## config.mk

```make
export PLATFORM = sky130hd
export DESIGN_NAME = spmt_queue
export DESIGN_NICKNAME = d
export VERILOG_FILES = /design/src/rtl/core/spmt_pkg.sv /design/src/rtl/core/spmt_queue.sv
export VERILOG_INCLUDE_DIRS = /design/src /design/src/rtl/core
export SDC_FILE = /design/constraint.sdc
export NUM_CORES = 1
export LEC_CHECK = 0
export ABC_AREA = 1
export BUFFER_PORTS_ARGS = -buffer_cell sky130_fd_sc_hd__buf_2
export CORE_UTILIZATION = 45
export CTS_BUF_LIST = sky130_fd_sc_hd__clkbuf_2 sky130_fd_sc_hd__clkbuf_4 sky130_fd_sc_hd__clkbuf_8
export CTS_CLUSTER_SIZE = 28
export DETAILED_ROUTE_END_ITERATION = 12
export PLACE_DENSITY = 0.7
export SLEW_MARGIN = 20
export SYNTH_ARGS = -nofsm -noshare
export SYNTH_HDL_FRONTEND = slang
export SYNTH_SLANG_ARGS = --single-unit
export TNS_END_PERCENT = 10
```

## constraint.sdc

```tcl
create_clock -name clk -period 2.8 [get_ports clk]
set_clock_uncertainty 0.2 [all_clocks]
set_input_delay 0.28 -clock clk [delete_from_list [all_inputs] [get_ports clk]]
set_output_delay 0.28 -clock clk [all_outputs]
set_load 0.02 [all_outputs]
```

## src/rtl/core/sorted_peak_tolerance_matcher_unit_macros.svh

```systemverilog
// assertion macros shared by the peak matcher rtl
`ifndef SORTED_PEAK_TOLERANCE_MATCHER_UNIT_MACROS_SVH
`define SORTED_PEAK_TOLERANCE_MATCHER_UNIT_MACROS_SVH

// same-cycle implication, disabled in reset
`define SPMT_ASSERT_NOW(label, clk, rst, ante, cons) \
  label: assert property (@(posedge clk) disable iff (rst) (ante) |-> (cons)) \
    else $error("peak matcher check failed");

// next-cycle implication, disabled in reset
`define SPMT_ASSERT_NEXT(label, clk, rst, ante, cons) \
  label: assert property (@(posedge clk) disable iff (rst) (ante) |=> (cons)) \
    else $error("peak matcher check failed");

`endif

```

## src/rtl/core/spmt_pkg.sv

```systemverilog
// shared types and constants of the peak matcher
package spmt_pkg;

  localparam int MAX_PEAKS_DEFAULT = 4096;
  localparam int MASS_W = 32;
  localparam int TOL_W = 32;
  localparam int INDEX_W = 12;
  localparam int QUEUE_DEPTH = 2;

  localparam logic [TOL_W-1:0] TOL_RESET = 32'd42950;

  localparam logic [1:0] ACT_CLEAR = 2'd0;
  localparam logic [1:0] ACT_APPEND = 2'd1;
  localparam logic [1:0] ACT_MATCH = 2'd2;

  typedef enum logic [1:0] {
    K_CLEAR,
    K_APPEND,
    K_MATCH,
    K_MISS
  } kind_t;

  typedef struct packed {
    kind_t kind;
    logic [MASS_W-1:0] mass;
  } item_t;

  typedef struct packed {
    logic full;
    logic empty;
  } q_status_t;

  typedef struct packed {
    logic done;
    logic matched;
    logic [INDEX_W-1:0] peak_index;
    logic list_full;
  } result_t;

  typedef enum logic [1:0] {
    B_IDLE,
    B_MUL,
    B_THR,
    B_SCAN
  } back_state_t;

endpackage

```

## src/rtl/core/spmt_queue.sv

```systemverilog
// short item queue between front and back
module spmt_queue (
  input  logic                clk,
  input  logic                rst,
  input  logic                push,
  input  spmt_pkg::item_t     push_item,
  input  logic                pop,
  output spmt_pkg::item_t     head,
  output spmt_pkg::q_status_t status
);
  import spmt_pkg::*;

  localparam int PW = (QUEUE_DEPTH > 1) ? $clog2(QUEUE_DEPTH) : 1;
  localparam int FW = $clog2(QUEUE_DEPTH + 1);

  item_t slots [QUEUE_DEPTH];
  logic [PW-1:0] wr_ptr;
  logic [PW-1:0] rd_ptr;
  logic [FW-1:0] fill;

  function automatic logic [PW-1:0] bump(input logic [PW-1:0] ptr);
    bump = (ptr == PW'(QUEUE_DEPTH - 1)) ? '0 : ptr + PW'(1);
  endfunction

  assign head = slots[rd_ptr];
  assign status.full = (fill == FW'(QUEUE_DEPTH));
  assign status.empty = (fill == '0);

  always_ff @(posedge clk) begin
    if (rst) begin
      wr_ptr <= '0;
      rd_ptr <= '0;
      fill <= '0;
    end else begin
      if (push) begin
        wr_ptr <= bump(wr_ptr);
      end
      if (pop) begin
        rd_ptr <= bump(rd_ptr);
      end
      if (push && !pop) begin
        fill <= fill + FW'(1);
      end else if (pop && !push) begin
        fill <= fill - FW'(1);
      end
    end
  end

  always_ff @(posedge clk) begin
    if (push) begin
      slots[wr_ptr] <= push_item;
    end
  end

`include "sorted_peak_tolerance_matcher_unit_macros.svh"

  `SPMT_ASSERT_NOW(a_no_push_full, clk, rst, status.full, !push)
  `SPMT_ASSERT_NOW(a_no_pop_empty, clk, rst, status.empty, !pop)
  `SPMT_ASSERT_NOW(a_fill_bound, clk, rst, 1'b1, fill <= FW'(QUEUE_DEPTH))

endmodule

```

Word-level counts from Yosys, hierarchy flattened
Memory sizes are Yosys's and may differ from the RTL's. A register that Yosys moved wholly into a read port is not among the register bits.
Cells that the tools add are included.
Widths: inputs -> output; s select.

operators by class
  multiplexer cells = 8
  eq/ne operators = 1
  reductions and logical operators = 6
  $add $sub $neg = 4

operator list
  kind                 number
  $mux 1               6
  $mux 2               2
  $add 1x1->1 const B  2
  $add 2x1->2 const B  1
  $eq 2x2->1 const B   1
  $logic_and 1x1->1    2
  $logic_not 1->1      2
  $logic_not 2->1      1
  $reduce_bool 2->1    1
  $sub 2x1->2 const B  1

word-level totals
  input port bits = 38
  memories = 1
  logic and storage cells = 23
  memory bits (writable) = 68
  register bits after elaboration = 4
  output and inout bits = 36

memory list
  memory  words  bits a word  rd ports  clocked after memory_dff  wr ports  line              text
  slots   2      34           1         1                         1         spmt_queue.sv:16  item_t slots [QUEUE_DEPTH];

Logic depth before layout (Yosys ltp)
  word-level depth = 4
  gate-level depth with buffers = 8
  mapped depth without buffers = 8

Worst setup path after synthesis
Ideal clock, no wire load.

  path kind = reg-to-reg
  from = register wr_ptr
  to = memory slots[0][0] (netlist name), enable pin
  path slack = 0.415 ns
  arrival = 1.759 ns
  path buffers = 0
  setup time = 0.426 ns
  required time = 2.174 ns
  period minus slack after synthesis = 2.385 ns
  cell stages (with the launch flop) = 2
  cells stage by stage = dfxtp_1 > nor2_1

RTL lines
  what                      line              text
  start: declaration        spmt_queue.sv:17  logic [PW-1:0] wr_ptr;
  start signal: assignment  spmt_queue.sv:36  wr_ptr <= bump(wr_ptr);
  end: declaration          spmt_queue.sv:16

Straight into the memory's write port.

==> qor.csv <==
stage;metric;value;unit
synth;yosys_warnings;0;
timing;period_share;0.736;
placement;post-place-cells;286;
cts;cts_hold_buf;35;
floorplan;coreArea;0.00599;mm²
global_routing;grt.total_usage;0.150;
timing;timing.hold.ws;0.0374;ns
timing;finalMaxSlewViolations;0;
synth;yosysUniqueCellTypes;16;
cts;cts.clk_slew.worst_paths;0.07;ns
finish;fin_cells;337;
critical_path;cp.arrival;1.58;ns
finish;diodes;0;
job;max-cap-violations;0;
finish;layout.nets;296;
min_path;holdPathStages;3;
power_and_ir_drop;power_leakage;0.00157;µW
synth;synth_area_leaders;edfxtp_1, mux2_4, dfxtp_1;
synth;syn_area_per_cell;20.4;µm²
timing;setup_viol;0;
synth;ys_ff_latch;73;
timing;final.setup.worst_slack;0.740;ns
cts;cts_resized;0;
detailed_routing;viasPerCell;4.58;
floorplan;rows;28;
synth;synth_seq_area_share;0.756;
floorplan;start_util;0.473;
synth;synthCells;139;
timing;tightest_slew;0.508;ns
critical_path;critical_path_class;flop to output port;
detailed_routing;route.detailed.drc;0;
finish;drive_above_1_share;0.485;
finish;areaGrowthSynthToFinish;34.7;%
critical_path;endpoint_kind;output port;
timing;finalHoldViolations;0;
finish;layout_commonest_cell;buf_2;
critical_path;cp_data_required_time;2.32;ns
status;outcome;completed;
critical_path;cp_max_fo;29;
floorplan;dieArea;0.00662;mm²
cts;htree_num_levels;3;
floorplan;chipWidth;81.4;µm
detailed_routing;routedWlPerCell;13.6;µm
critical_path;worstReg2RegStart;wr_ptr$_SDFFE_PP0P_;
detailed_routing;wirelength;4590;µm
floorplan;pin_count;74;
finish;mostFrequentLayoutCells;buf_2, edfxtp_1, dlygate4sd3_1;
critical_path;start_kind;flop;
cts;clock_path_buffers;2;
power_and_ir_drop;p_per_area;633;mW/mm²
placement;placed_area;0.00328;mm²
timing;min_period;2.06;ns
placement;port_buffers;73;
timing;fmax;0.485;GHz
detailed_routing;drtIter0Drc;60;
min_path;worstHoldStart;pop;
synth;yosysTopAreaCell;edfxtp_1;
cts;cts_buffers;9;
global_routing;grt_pass1_vias;1541;
detailed_routing;drt_pre_antenna_iters;4;
timing;maxSlewHeadroom;0.661;
critical_path;r2r_cells;2;
cts;clock_sinks;73;
power_and_ir_drop;ir_worst_vdd;0.433;mV
critical_path;worstReg2RegEnd;slots[0][25]$_DFFE_PP_;
cts;post-cts-setup-buffer-count;0;
finish;final_cell_area;0.00382;mm²
global_routing;grt_pass1_wl;6950;µm
global_routing;grt_max_degree;36;
global_routing;globalRouteOverflowTotal;0;
synth;synth_area;0.00284;mm²
detailed_routing;ant_nets;0;
placement;pre_cts_ws;1.06;ns
placement;place_hpwl;2800;µm
placement;globalplace.congestion;0.652;
synth;synthesis.nets;178;
global_routing;antenna_found_initial;0;
floorplan;die_height;81.4;µm
critical_path;r2r_setup_slack;1.28;ns
cts;insertion_delay;0.33;ns
cts;clockRootBuffer;clkbuf_8;
synth;synth_top_area_share;0.720;
timing;fin_tns_setup;0;ns
timing;rsz0062_at_grt;false;
detailed_routing;via_count;1543;
cts;cts_tree;done;
min_path;min_path_type;input port to flop;
## worst max-delay path by stage
stage,start,endpoint,slack [ns]
5_1_grt,flop,head[18],0.67
3_3_place_gp,flop,head[18],1.11
2_1_floorplan,wr_ptr$_SDFFE_PP0P_,slots[0][0]$_DFFE_PP_,0.42
6_report,flop,head[18],0.74
4_1_cts,flop,head[19],0.70
3_5_place_dp,flop,head[19],1.06
## where the power goes
part           internal (µW)  leakage (µW)  switching [µW]
sequential              1260      0.000680            21.2
combinational            184      0.000786             182
clock                    436      0.000102             335
total                   1880       0.00157             538
## state kept, by name (all words and copies together) (netlist names), named ones only
| name | count |
|---|---|
| fill | 2 |
| rd_ptr | 1 |
| slots | 68 |
| wr_ptr | 1 |
## worst max-delay path, cell delays in order, from the launching register on
cell and delay [ns]:
dfxtp_2 0.45, buf_12 0.27, mux2_2 0.36, buf_2 0.16
## layer usage
metal,vias up,wire length [µm],track usage
met5,-,0,0
met2,44,2390,0.257
met1,735,1880,0.168
met3,8,230,0.0449
met4,0,96,0.0804
li1,756,-,-
## metrics by stage
| stage | util | power (µW) |
|---|---|---|
| finish | 0.638 | 2420 |
| global placement | 0.547 | 1630 |
| detailed placement | 0.547 | 1640 |
| CTS | 0.638 | 2450 |
| floorplan | - | 1540 |
| global route | 0.638 | 2520 |
## cell families (layout without fill, tap and decap cells)
kind of cell	after synthesis	in the layout	synth area share
AOI/OAI and AO/OA	2	2	0.00353
xor gates and xnor gates	1	1	0.00309
adders and majority gates	1	1	0.00441
buffers and inverters	13	136	0.0371
DFF	73	73	0.756
muxes	34	34	0.175
and+or+nand+nor	15	15	0.0216
## cell type report
type                            instances  area [µm²]
Clock buffer                           12         146
Fill cell                             442        2170
Multi-Input combinational cell         53         596
Sequential cell                        73        2140
Timing Repair Buffer                  111         763
Tap cell                               75        93.8
Clock inverter                          4        43.8
Inverter                                9        33.8
## synth_stat cells, drive strengths merged
cell type,n
buf,4
nor3,1
xnor2,1
mux2,34
nand3,1
o21ai,1
a21oi,1
nor2,7
nand2,5
nand4,1
edfxtp,68
ha,1
dfxtp,5
inv,9
Note: power is estimated with default switching activity, not from simulation.
