--- config.mk ---
export PLATFORM = sky130hd
export DESIGN_NAME = spmt_front
export DESIGN_NICKNAME = d
export VERILOG_FILES = /design/src/rtl/core/sorted_peak_tolerance_matcher_unit_macros.svh /design/src/rtl/core/spmt_pkg.sv /design/src/rtl/core/spmt_front.sv
export SDC_FILE = /design/constraint.sdc
export NUM_CORES = 1
export LEC_CHECK = 0
export CAP_MARGIN = 20
export CORE_UTILIZATION = 30
export DETAILED_ROUTE_END_ITERATION = 16
export DONT_BUFFER_PORTS = 1
export PLACE_DENSITY = 0.42
export SYNTH_ARGS = -nofsm -noshare
export SYNTH_HDL_FRONTEND = slang
export SYNTH_SLANG_ARGS = --single-unit
export TNS_END_PERCENT = 10
--- constraint.sdc ---
create_clock -name vclk -period 0.9
set_input_delay 0 -clock vclk [all_inputs]
set_output_delay 0 -clock vclk [all_outputs]
set_load 0.01 [all_outputs]
--- src/rtl/core/sorted_peak_tolerance_matcher_unit_macros.svh ---
// assertion macros shared by the peak matcher rtl
`ifndef SORTED_PEAK_TOLERANCE_MATCHER_UNIT_MACROS_SVH
`define SORTED_PEAK_TOLERANCE_MATCHER_UNIT_MACROS_SVH

// same-cycle implication, disabled in reset
`define SPMT_ASSERT_NOW(label, clk, rst, ante, cons) \
  label: assert property (@(posedge clk) disable iff (rst) (ante) |-> (cons)) \
    else $error("peak matcher check failed");

// next-cycle implication, disabled in reset
`define SPMT_ASSERT_NEXT(label, clk, rst, ante, cons) \
  label: assert property (@(posedge clk) disable iff (rst) (ante) |=> (cons)) \
    else $error("peak matcher check failed");

`endif

--- src/rtl/core/spmt_pkg.sv ---
// shared types and constants of the peak matcher
package spmt_pkg;

  localparam int MAX_PEAKS_DEFAULT = 4096;
  localparam int MASS_W = 32;
  localparam int TOL_W = 32;
  localparam int INDEX_W = 12;
  localparam int QUEUE_DEPTH = 2;

  localparam logic [TOL_W-1:0] TOL_RESET = 32'd42950;

  localparam logic [1:0] ACT_CLEAR = 2'd0;
  localparam logic [1:0] ACT_APPEND = 2'd1;
  localparam logic [1:0] ACT_MATCH = 2'd2;

  typedef enum logic [1:0] {
    K_CLEAR,
    K_APPEND,
    K_MATCH,
    K_MISS
  } kind_t;

  typedef struct packed {
    kind_t kind;
    logic [MASS_W-1:0] mass;
  } item_t;

  typedef struct packed {
    logic full;
    logic empty;
  } q_status_t;

  typedef struct packed {
    logic done;
    logic matched;
    logic [INDEX_W-1:0] peak_index;
    logic list_full;
  } result_t;

  typedef enum logic [1:0] {
    B_IDLE,
    B_MUL,
    B_THR,
    B_SCAN
  } back_state_t;

endpackage

--- src/rtl/core/spmt_front.sv ---
// front end: accepts items and classifies them for the queue
module spmt_front (
  input  logic                      start,
  input  logic [1:0]                action,
  input  logic [spmt_pkg::MASS_W-1:0] mass,
  input  spmt_pkg::q_status_t       q_status,
  output logic                      busy,
  output logic                      push,
  output spmt_pkg::item_t           push_item
);
  import spmt_pkg::*;

  logic keep;

  assign busy = q_status.full;

  always_comb begin
    keep = 1'b1;
    push_item.mass = mass;
    unique case (action)
      ACT_CLEAR: begin
        push_item.kind = K_CLEAR;
      end
      ACT_APPEND: begin
        push_item.kind = K_APPEND;
      end
      ACT_MATCH: begin
        // zero fragment mass can never match
        push_item.kind = (mass == '0) ? K_MISS : K_MATCH;
      end
      default: begin
        push_item.kind = K_CLEAR;
        keep = 1'b0;
      end
    endcase
  end

  assign push = start && !busy && keep;

endmodule

---- After elaboration in Yosys (flattened, before gate mapping) ----
Index checks and enable logic that the tools add are counted.
storage, ports and cells
  output and inout port bits .............. 36
  register bits after elaboration ......... 0
  input bits .............................. 37
cells by class
  reduce and logical (&&, ||, !) cells .... 6
  equality and inequality tests ........... 2
  muxes and demuxes ....................... 3
operator list
  cell                                                  number
  logical NOT 32 bit                                    1
  case mux 2 bit (2 select lines)                       1
  OR reduction 3 bit                                    1
  equality test 2 x 1 -> 1 bit (second input constant)  1
  equality test 2 bit (second input constant)           1
  logical AND 1 bit                                     2
  logical NOT 2 bit                                     1
  two-way mux 1 bit                                     2
  logical NOT 1 bit                                     1

---- Logic depth before layout (Yosys ltp) ----
Gate-level depths: netlist of run 1.
  depth after elaboration ................. 4
  depth in mapped cells ................... 5

---- Worst setup path after synthesis of run 1 ----
No wires, ideal clock.
  kind .................................... input port to output port
  start ................................... in action[0]
  end ..................................... out push_item[32] in the netlist's numbering
  slack ................................... -0.176 ns
  data arrival time ....................... 1.076 ns
  cell stages on the path ................. 5
  data required time ...................... 0.900 ns
  path buffers ............................ 0
  path through ............................ inv_1 ha_1 nor4b_1 nand4_1 o32ai_1
RTL lines
  element      RTL line         text
  from (decl)  spmt_front.sv:4  input logic [1:0] action,
  to (decl)    spmt_front.sv:9  output spmt_pkg::item_t push_item

==> results of run 1 <==
how the worst max path moves through the flow:
stage	end	slack (ns)	cells after the start
after floorplan	push_item[32]	-0.008	4
after global placement	push_item[32]	-0.14	4
after detailed placement	push_item[32]	-0.14	5
after CTS	push_item[32]	-0.07	4
after global routing	push_item[32]	-0.11	4
final	push_item[32]	-0.05	4
cell families after synthesis:
family	synth area share, %
compound gates	2.17
fa+ha+maj	12.4
buf+inv	64.3
simple gates	21.1
cell type report:
class	instances	area (µm²)	area share (%)
multi-input combinational	18	179	77.7
inverter	3	18.8	8.15
tap	14	17.5	7.61
timing repair buffer	2	15.0	6.52
worst max-delay path, stage by stage:
cell,delay [ns]
ha_4,0.23
nor4b_4,0.25
nand4_1,0.16
o32ai_2,0.31
power by group:
part	internal [µW]	leakage [µW]	total, µW	switching [µW]
Combinational	35.8	0.0000705	58.6	22.8
Sequential	0	0	0	0
Clock	0	0	0	0
Total	35.8	0.0000705	58.6	22.8
metrics by stage:
stage / power, µW / utilization [%] / hold slack (ns) / area (µm²) / TNS [ns]
floorplan: 189 / - / 0.0503 / 434 / -0.00844
global placement: 50.1 / 18.7 / 0.0000855 / 219 / -0.139
detailed placement: 53.2 / 18.7 / 0.0000861 / 219 / -0.145
CTS: 59.4 / 19.4 / 0.0000861 / 228 / -0.0694
global route: 63.5 / 19.7 / 0.0000187 / 230 / -0.110
finish: 58.6 / 19.7 / 0.00000533 / 230 / -0.0472
cell usage after synthesis, drive strengths merged:
master,count
nor2,1
buf,33
nand4,1
inv,3
nand2,1
nor4,7
nor4b,1
nand3,1
ha,4
o32ai,1
nor3b,1
what timing repair did:
| action | CTS | global route |
|---|---|---|
| resized for setup | 1 | 1 |
| endpoints found under the setup margin | 1 | 1 |
| pin swaps | 3 | 0 |
cell usage in the layout, fill, tap and decap left out:
cell     n
inv_8    1
nor3b_1  1
nand4_1  1
ha_4     1
nor4b_4  1
nor4_1   6
nor2_1   1
inv_1    2
ha_1     3
nand3_1  1
nand2_1  1
buf_4    2
nor4_2   1
o32ai_2  1
layer usage:
layer,up-vias,global-route usage [%]
li1,88,-
met1,96,7.53
met2,46,16.3
met3,4,2.31
met4,0,2.59
met5,-,0
==> key figures, run 1 <==
Place
  • Port bufs: 0
  • Placed cell count: 37
  • Final HPWL DP: approximately 670 µm
  • Gpl congestion: about 0.60
  • Pre-CTS setup slack: -0.145 ns

Routing
  • Met1 wire length: around 200 µm
  • Met3 Wirelength: ~130 µm
  • Drt drc: 0
  • Max Used Layer: met4
  • Via density: between 6 and 7
  • Vias post-DR: around 230
  • First drt pass iteration count: 1
  • Initial DRC count: 0
  • Routed len/inst: 19.8 µm
  • Post-route ant nets: 0
  • Routed wl met2: slightly below 400 µm
  • WL final: about 730 µm

Layout
  • Fillers: 135
  • Antenna Cells: 0
  • Clock buffer cells: 0
  • Area Growth Syn to Fin: -42.9%
  • NumNets Final: between 60 and 70
  • Final Non-Filler Cells: 37
  • Storage element area: 0 µm²
  • Seq cells: 0
  • Share of cells above drive strength 1: 30.4%

STA
  • Rel. slew slack: between 70% and 80%
  • Worst-Margin Slew: 0.380 ns
  • RSZ-0062 raised after global routing: true
  • Fmax: about 1.1 GHz
  • Final hold violation count: 0
  • Min cycle time layout: about 0.95 ns
  • Endpoints failing setup: 1
  • Fin worst setup slack: -0.0472 ns
  • Final Max Slew Viols: 0
  • Tcrit/Tclk final: 105%

Critical path
  • Critical Path RT: around 0.9 ns
  • CP endpoint kind: output port
  • Crit path kind: primary input to output port
  • Worst Path Arrival: between 0.9 and 1 ns
  • Crit start category: primary input
  • Crit path from: action[1]
  • CP Max Fanout: 4

Power
  • P_leak: between 0.00007 and 0.00008 µW
  • Max VDD drop: approximately 100 µV
  • PwrDens: roughly 250 mW/mm²

Min path
  • Worst min path class: primary input to output port
  • Hold Path Cell Cnt: 0
  • Worst Hold Endpoint: push_item[9]
  • Hold Startpoint: mass[9]

Status
  • Status: finished with violations
  • Failing checks: negative setup slack

Die
  • Core area: 0.00117 mm²
  • Initial Utilization: 34.4%
  • Full die area: roughly 0.0015 mm²
  • # IOs: 73
  • Die Y: approximately 39 µm
  • Num rows: 12
  • Chip Width: between 30 and 40 µm

CTS
  • Postcts setup bufs: 0
  • Post-CTS Hold Buffers: 0

Global routing
  • Grt total ovfl: 0
  • Gr usage total: 8.09%
  • Largest net degree at the start of global routing: 5
  • Vias in the first global route: between 200 and 300
  • First-pass GRT wire length: roughly 880 µm
  • Initial antenna violation count: 0

Logic synthesis
  • Syn Inst Count: 54
  • Synth Net Count: 95
  • Synth area leader: buf_4
  • Sequential cell area fraction in the yosys report: 0%
  • Mapped Avg Cell Area: roughly 7.5 µm²
  • Synth top area share: around three fifths
  • Dominant cells by area after synthesis: buf_4 (61%), ha_1 (12%), nor4_1 (9.3%)
  • Distinct cells, synth: 12
  • Post-Syn Area: a little over 400 µm²
  • Yosys Warn Count: 0

Job
  • Max_cap viols: 0
(Power assumes the default switching activity.)
==> inputs of run 2 (changes only) <==
==> constraint.sdc (replaced) <==
create_clock -name vclk -period 0.9
set_input_delay 0 -clock vclk [all_inputs]
set_output_delay 0 -clock vclk [all_outputs]
set_load 0.02 [all_outputs]
==> key figures, run 2 (same netlist as run 1, synthesis figures left out) <==
STA
  • Min cycle time layout: 1.00 ns (+0.0542 ns)
  • Final Max Slew Viols: 0 (unchanged)
  • RSZ-0062 raised after global routing: true
  • Total Negative Setup Slacks: -0.101 ns (-0.0542 ns)
  • Fmax: 0.999 GHz (-5.4%)
  • Final hold violation count: 0 (unchanged)
  • Rel. slew slack: 77.9% (+3.3 points)
  • Endpoints failing setup: 1 (unchanged)
  • Fin worst setup slack: -0.101 ns (-0.0542 ns)
  • Worst-Margin Slew: 0.333 ns (-0.0466 ns)
  • Tcrit/Tclk final: 111% (+6.0 points)

Place
  • Gpl congestion: 0.609 (+1.6%)
  • Port bufs: 0 (unchanged)
  • Final HPWL DP: 691 µm (+3.1%)
  • Dpl cell area: 238 µm² (+8.6%)
  • Placed cell count: 38 (+2.7%)

Routing
  • Initial DRC count: 0 (unchanged)
  • Routed len/inst: 19.4 µm (-2.1%)
  • First drt pass iteration count: 1 (unchanged)
  • Vias post-DR: 234 (unchanged)
  • Drt drc: 0 (unchanged)
  • WL final: 737 µm (+0.55%)
  • Post-route ant nets: 0 (unchanged)
  • Via density: 6.16 (-2.6%)

Layout
  • Most frequent cells in the layout: nor4_1 (6), ha_1 (3), buf_4 (3)
  • NumNets Final: 67 (+1.5%)
  • Most common cell after layout, fill and taps aside: nor4_1
  • Post-route cell area: 249 µm² (+8.2%)
  • Area Growth Syn to Fin: -38.2%
  • Antenna Cells: 0 (unchanged)
  • Seq cells: 0 (unchanged)
  • Share of cells above drive strength 1: 33.3% (+2.9 points)
  • Storage element area: 0 µm² (unchanged)
  • Final core utilization: 21.3% (+1.6 points)
  • Final Non-Filler Cells: 38 (+2.7%)
  • Clock buffer cells: 0 (unchanged)

Die
  • Initial Utilization: 34.4% (unchanged)
  • Chip Width: 38.6 µm (unchanged)
  • Die Y: 38.6 µm (unchanged)
  • Num rows: 12 (unchanged)
  • # IOs: 73 (unchanged)
  • Full die area: 0.00149 mm² (unchanged)
  • Core area: 0.00117 mm² (unchanged)

Min path
  • Worst min path class: primary input to output port
  • Hold Path Cell Cnt: 0 (unchanged)

Power
  • Tot Pwr: 73.1 µW (+25%)
  • Clock Power Share: 0% (unchanged)
  • P_sw: 31.4 µW (+38%)
  • Switching share of total power: 43.0% (+4.1 points)
  • PwrDens: 293 mW/mm² (+15%)
  • Int Power: 41.6 µW (+16%)
  • Max VDD drop: 117 µV (+14%)
  • P_leak: 0.0000762 µW (+8.2%)
  • Combinational Power Share: 100.0% (about the same)
  • Seq pwr share: 0% (unchanged)

Global routing
  • Vias in the first global route: 228 (-9.9%)
  • First-pass GRT wire length: 931 µm (+5.4%)
  • Gr usage total: 8.56% (+0.48 points)
  • Initial antenna violation count: 0 (unchanged)
  • Grt total ovfl: 0 (unchanged)
  • Largest net degree at the start of global routing: 5 (unchanged)

Critical path
  • Crit start category: primary input
  • CP endpoint kind: output port
  • Critical Path RT: 0.90 ns (about the same)
  • CP Max Fanout: 4 (unchanged)
  • Worst Path Arrival: 1.00 ns (+0.05 ns)
  • Crit path kind: primary input to output port

Status
  • Status: finished with violations
  • Failing checks: negative setup slack

Job
  • Max_cap viols: 0 (unchanged)

CTS
  • Postcts setup bufs: 0 (unchanged)
  • Post-CTS Hold Buffers: 0 (unchanged)
-- run 2: cell types whose count changed in the layout (fill, tap and decap cells not counted) --
cell / change
o32ai_4: +1
o32ai_2: -1
buf_4: +1
-- run 2: power by group through the flow --
stage,combinational (µW),sequential [µW],clock (µW)
final,73.1,0,0
after global routing,79.0,0,0
after CTS,74.4,0,0
after detailed placement,67.5,0,0
after global placement,64.4,0,0
after floorplan,264,0,0
-- run 2: stage by stage --
| step | hold slack [ns] | setup WS, ns |
|---|---|---|
| 3_5_place_dp | 0.000158 | -0.199 |
| 2_1_floorplan | 0.0828 | -0.0984 |
| 3_3_place_gp | 0.000153 | -0.200 |
| 4_1_cts | 0.000159 | -0.131 |
| 5_1_grt | 0.0000300 | -0.171 |
| 6_report | 0.00000919 | -0.101 |
-- run 2: critical path: stages --
cell	delay [ns]
ha_4	0.23
nor4b_4	0.24
nand4_1	0.18
o32ai_4	0.35
-- run 2: what timing repair did --
item | 4_1_cts | 5_1_grt
endpoints found under the setup margin | 1 | 1
resized for setup | 2 | 0
pin swaps | 3 | 0
-- run 2: area by class of cell --
| type | count | area [µm²] |
|---|---|---|
| Timing Repair Buffer | 3 | 22.5 |
| Multi-Input combinational cell | 18 | 190 |
| Fill cell | 140 | 922 |
| Inverter | 3 | 18.8 |
| Tap cell | 14 | 17.5 |
-- run 2: metal layers --
metal | global-route usage (%) | share of wire, % | vias up
met5 | 0 | 0 | -
met4 | 0.862 | 0 | 0
met3 | 2.89 | 18 | 0
met2 | 17.1 | 56 | 41
met1 | 8.56 | 26 | 103
li1 | - | - | 90
-- run 2: path summary, 6_finish.rpt --
check | startpoint | endpoint | slack, ns
worst max-delay path | action[1] | push_item[32] | -0.10
worst min-delay path | mass[9] | push_item[9] | 0.000009
==> inputs of run 3 (changes only) <==
--- a/config.mk
+++ b/config.mk
@@ -5,6 +5,7 @@
 export SDC_FILE = /design/constraint.sdc
 export NUM_CORES = 1
 export LEC_CHECK = 0
+export ABC_AREA = 1
 export CAP_MARGIN = 20
 export CORE_UTILIZATION = 30
 export DETAILED_ROUTE_END_ITERATION = 16
==> key figures, run 3 <==
Routing
  • Initial DRC count: 1 (+1)
  • Drt drc: 0 (unchanged)
  • First drt pass iteration count: 2 (+1)
  • Via density: 4.80 (-22%)
  • WL final: 582 µm (-21%)
  • Vias post-DR: 264 (+13%)
  • Post-route ant nets: 0 (unchanged)
  • Routed len/inst: 10.6 µm (-45%)

Place
  • Dpl cell area: 250 µm² (+5.3%)
  • Gpl congestion: 0.527 (-14%)
  • Final HPWL DP: 539 µm (-22%)
  • Placed cell count: 55 (+45%)
  • Port bufs: 0 (unchanged)
  • Pre-CTS setup slack: 0.0201 ns (+0.219 ns)

Logic synthesis
  • Multiplexer share of the synthesized area: 0% (unchanged)
  • Synth area leader: buf_4
  • Count leader, synth: buf_4
  • Post-Synth Simple-Gate Area: 28.8% (+7.6 points)
  • Post-synthesis compound-gate area fraction: 1.92% (-0.26 points)
  • Distinct cells, synth: 13 (+1)
  • Area share of fa/ha/maj cells after synthesis: 11.0% (-1.5 points)
  • Dominant cells by area after synthesis: buf_4 (54%), nor2_1 (13%), ha_1 (11%)
  • Synth top cells by count: buf_4 (33), nor2_1 (16), inv_1 (5)
  • Synth Net Count: 111 (+17%)
  • Mapped Avg Cell Area: 6.52 µm² (-13%)
  • Sequential cell area fraction in the yosys report: 0% (unchanged)
  • Post-synthesis xor/xnor area fraction: 0% (unchanged)
  • Yosys Warn Count: 0 (unchanged)
  • Synth top area share: 54.2% (-7.2 points)
  • Post-Syn Area: 457 µm² (+13%)
  • Syn Inst Count: 70 (+30%)
  • Largest family of logic cells by synthesized area: buffers and inverters

Critical path
  • CP max stage delay: 0.15 ns (-0.20 ns)
  • Worst path slowest cell: a21oi_2
  • Crit path kind: primary input to output port
  • Cell mode on critical path: nand2_1
  • Worst Path Arrival: 0.82 ns (-0.18 ns)
  • Critical Path RT: 0.90 ns (about the same)
  • Crit-path cells: inv_2 -> ha_4 -> nand3_2 -> nor2_2 -> nand2_1 -> nor2_1 -> nand2_1 -> a21oi_2 -> buf_6
  • Crit start category: primary input
  • CP endpoint kind: output port
  • CP Max Fanout: 3 (-1)

STA
  • Final hold violation count: 0 (unchanged)
  • Tcrit/Tclk final: 90.8% (-20 points)
  • Min Hold Slack: 0.00000755 ns (-0.00000164 ns)
  • Min cycle time layout: 0.818 ns (-0.184 ns)
  • Worst-Margin Slew: 0.212 ns (-0.121 ns)
  • RSZ-0062 raised after global routing: false
  • Endpoints failing setup: 0 (-1)
  • Total Negative Setup Slacks: 0 ns (+0.101 ns)
  • Rel. slew slack: 85.9% (+8.0 points)
  • Fmax: 1.22 GHz (+23%)
  • Fin worst setup slack: 0.0825 ns (+0.184 ns)
  • Final Max Slew Viols: 0 (unchanged)

Layout
  • Antenna Cells: 0 (unchanged)
  • Storage element area: 0 µm² (unchanged)
  • Area Growth Syn to Fin: -41.6%
  • Post-route cell area: 267 µm² (+7.0%)
  • Clock buffer cells: 0 (unchanged)
  • NumNets Final: 83 (+24%)
  • Share of cells above drive strength 1: 25.0% (-8.3 points)
  • Fillers: 158 (+13%)
  • Seq cells: 0 (unchanged)
  • Most frequent cells in the layout: nor2_1 (16), inv_1 (4), nand2_1 (3), ha_1 (3)
  • Most common cell after layout, fill and taps aside: nor2_1
  • Final Non-Filler Cells: 55 (+45%)

Global routing
  • Largest net degree at the start of global routing: 5 (unchanged)
  • Vias in the first global route: 242 (+6.1%)
  • First-pass GRT wire length: 717 µm (-23%)
  • Gr usage total: 5.92% (-2.6 points)
  • Initial antenna violation count: 0 (unchanged)
  • Grt total ovfl: 0 (unchanged)

Power
  • Max VDD drop: 42.7 µV (-64%)
  • PwrDens: 256 mW/mm² (-13%)
  • P_leak: 0.000116 µW (+52%)

Die
  • Num rows: 13 (+1)
  • Die Y: 41.0 µm (+6.1%)
  • Full die area: 0.00168 mm² (+13%)
  • # IOs: 73 (unchanged)
  • Chip Width: 41.0 µm (+6.1%)
  • Initial Utilization: 33.8% (-0.57 points)
  • Core area: 0.00135 mm² (+15%)

CTS
  • Post-CTS Hold Buffers: 0 (unchanged)
  • Post-CTS sizing: 0 (-2)
  • Postcts setup bufs: 0 (unchanged)

Status
  • Status: completed

Min path
  • Worst min path class: primary input to output port

Job
  • Max_cap viols: 0 (unchanged)
run 3: cell types whose count changed in the layout (fill, tap and decap cells not counted), moves of 2 or more:
cell / before / now
nand2_1: 1 / 3
nor2_2: 0 / 2
nor4_1: 6 / 0
nor2_1: 1 / 16
inv_1: 2 / 4
run 3: final timing paths:
kind      start            end  slack, ns  depth (start not counted)
max   action[0]  push_item[32]       0.08                          9
min     mass[9]   push_item[9]   0.000008                          0
run 3: final cells by class:
class              instances  area [µm²]  area share, %
inverters                  5        18.8           7.04
multi-input cells         32         203           76.1
repair buffers             3        26.3           9.86
well taps                 15        18.8           7.04
run 3: stage by stage:
stage / utilization (%) / power, µW
final: 19.7 / 68.3
after global routing: 19.7 / 80.3
after CTS: 18.5 / 64.1
after detailed placement: 18.5 / 63.6
after global placement: 18.5 / 62.9
after floorplan: - / 262
run 3: routing by layer:
metal / part of all wire, % / GRT usage, %
met1: 30 / 4.81
met2: 46 / 12.1
met3: 22 / 1.63
met4: 1.4 / 3.33
met5: 0 / 0
run 3: cells by family after synthesis:
logic type / count (synthesis)
buffers and inverters: 38
adders and majority gates: 4
AOI/OAI and AO/OA: 1
and+or+nand+nor: 27
run 3: worst max-delay path: cells and delay by family:
family | cells | cell delay [ns]
AND/OR/NAND/NOR | 5 | 0.36
buffers and inverters | 2 | 0.18
AO/OA/AOI/OAI | 1 | 0.15
adder cells (fa/ha/maj) | 1 | 0.12
run 3: where the power goes:
group          total [µW]  internal, µW  switching, µW  leakage, µW
clock network           0             0              0            0
registers               0             0              0            0
logic                68.3          34.2           34.1     0.000116
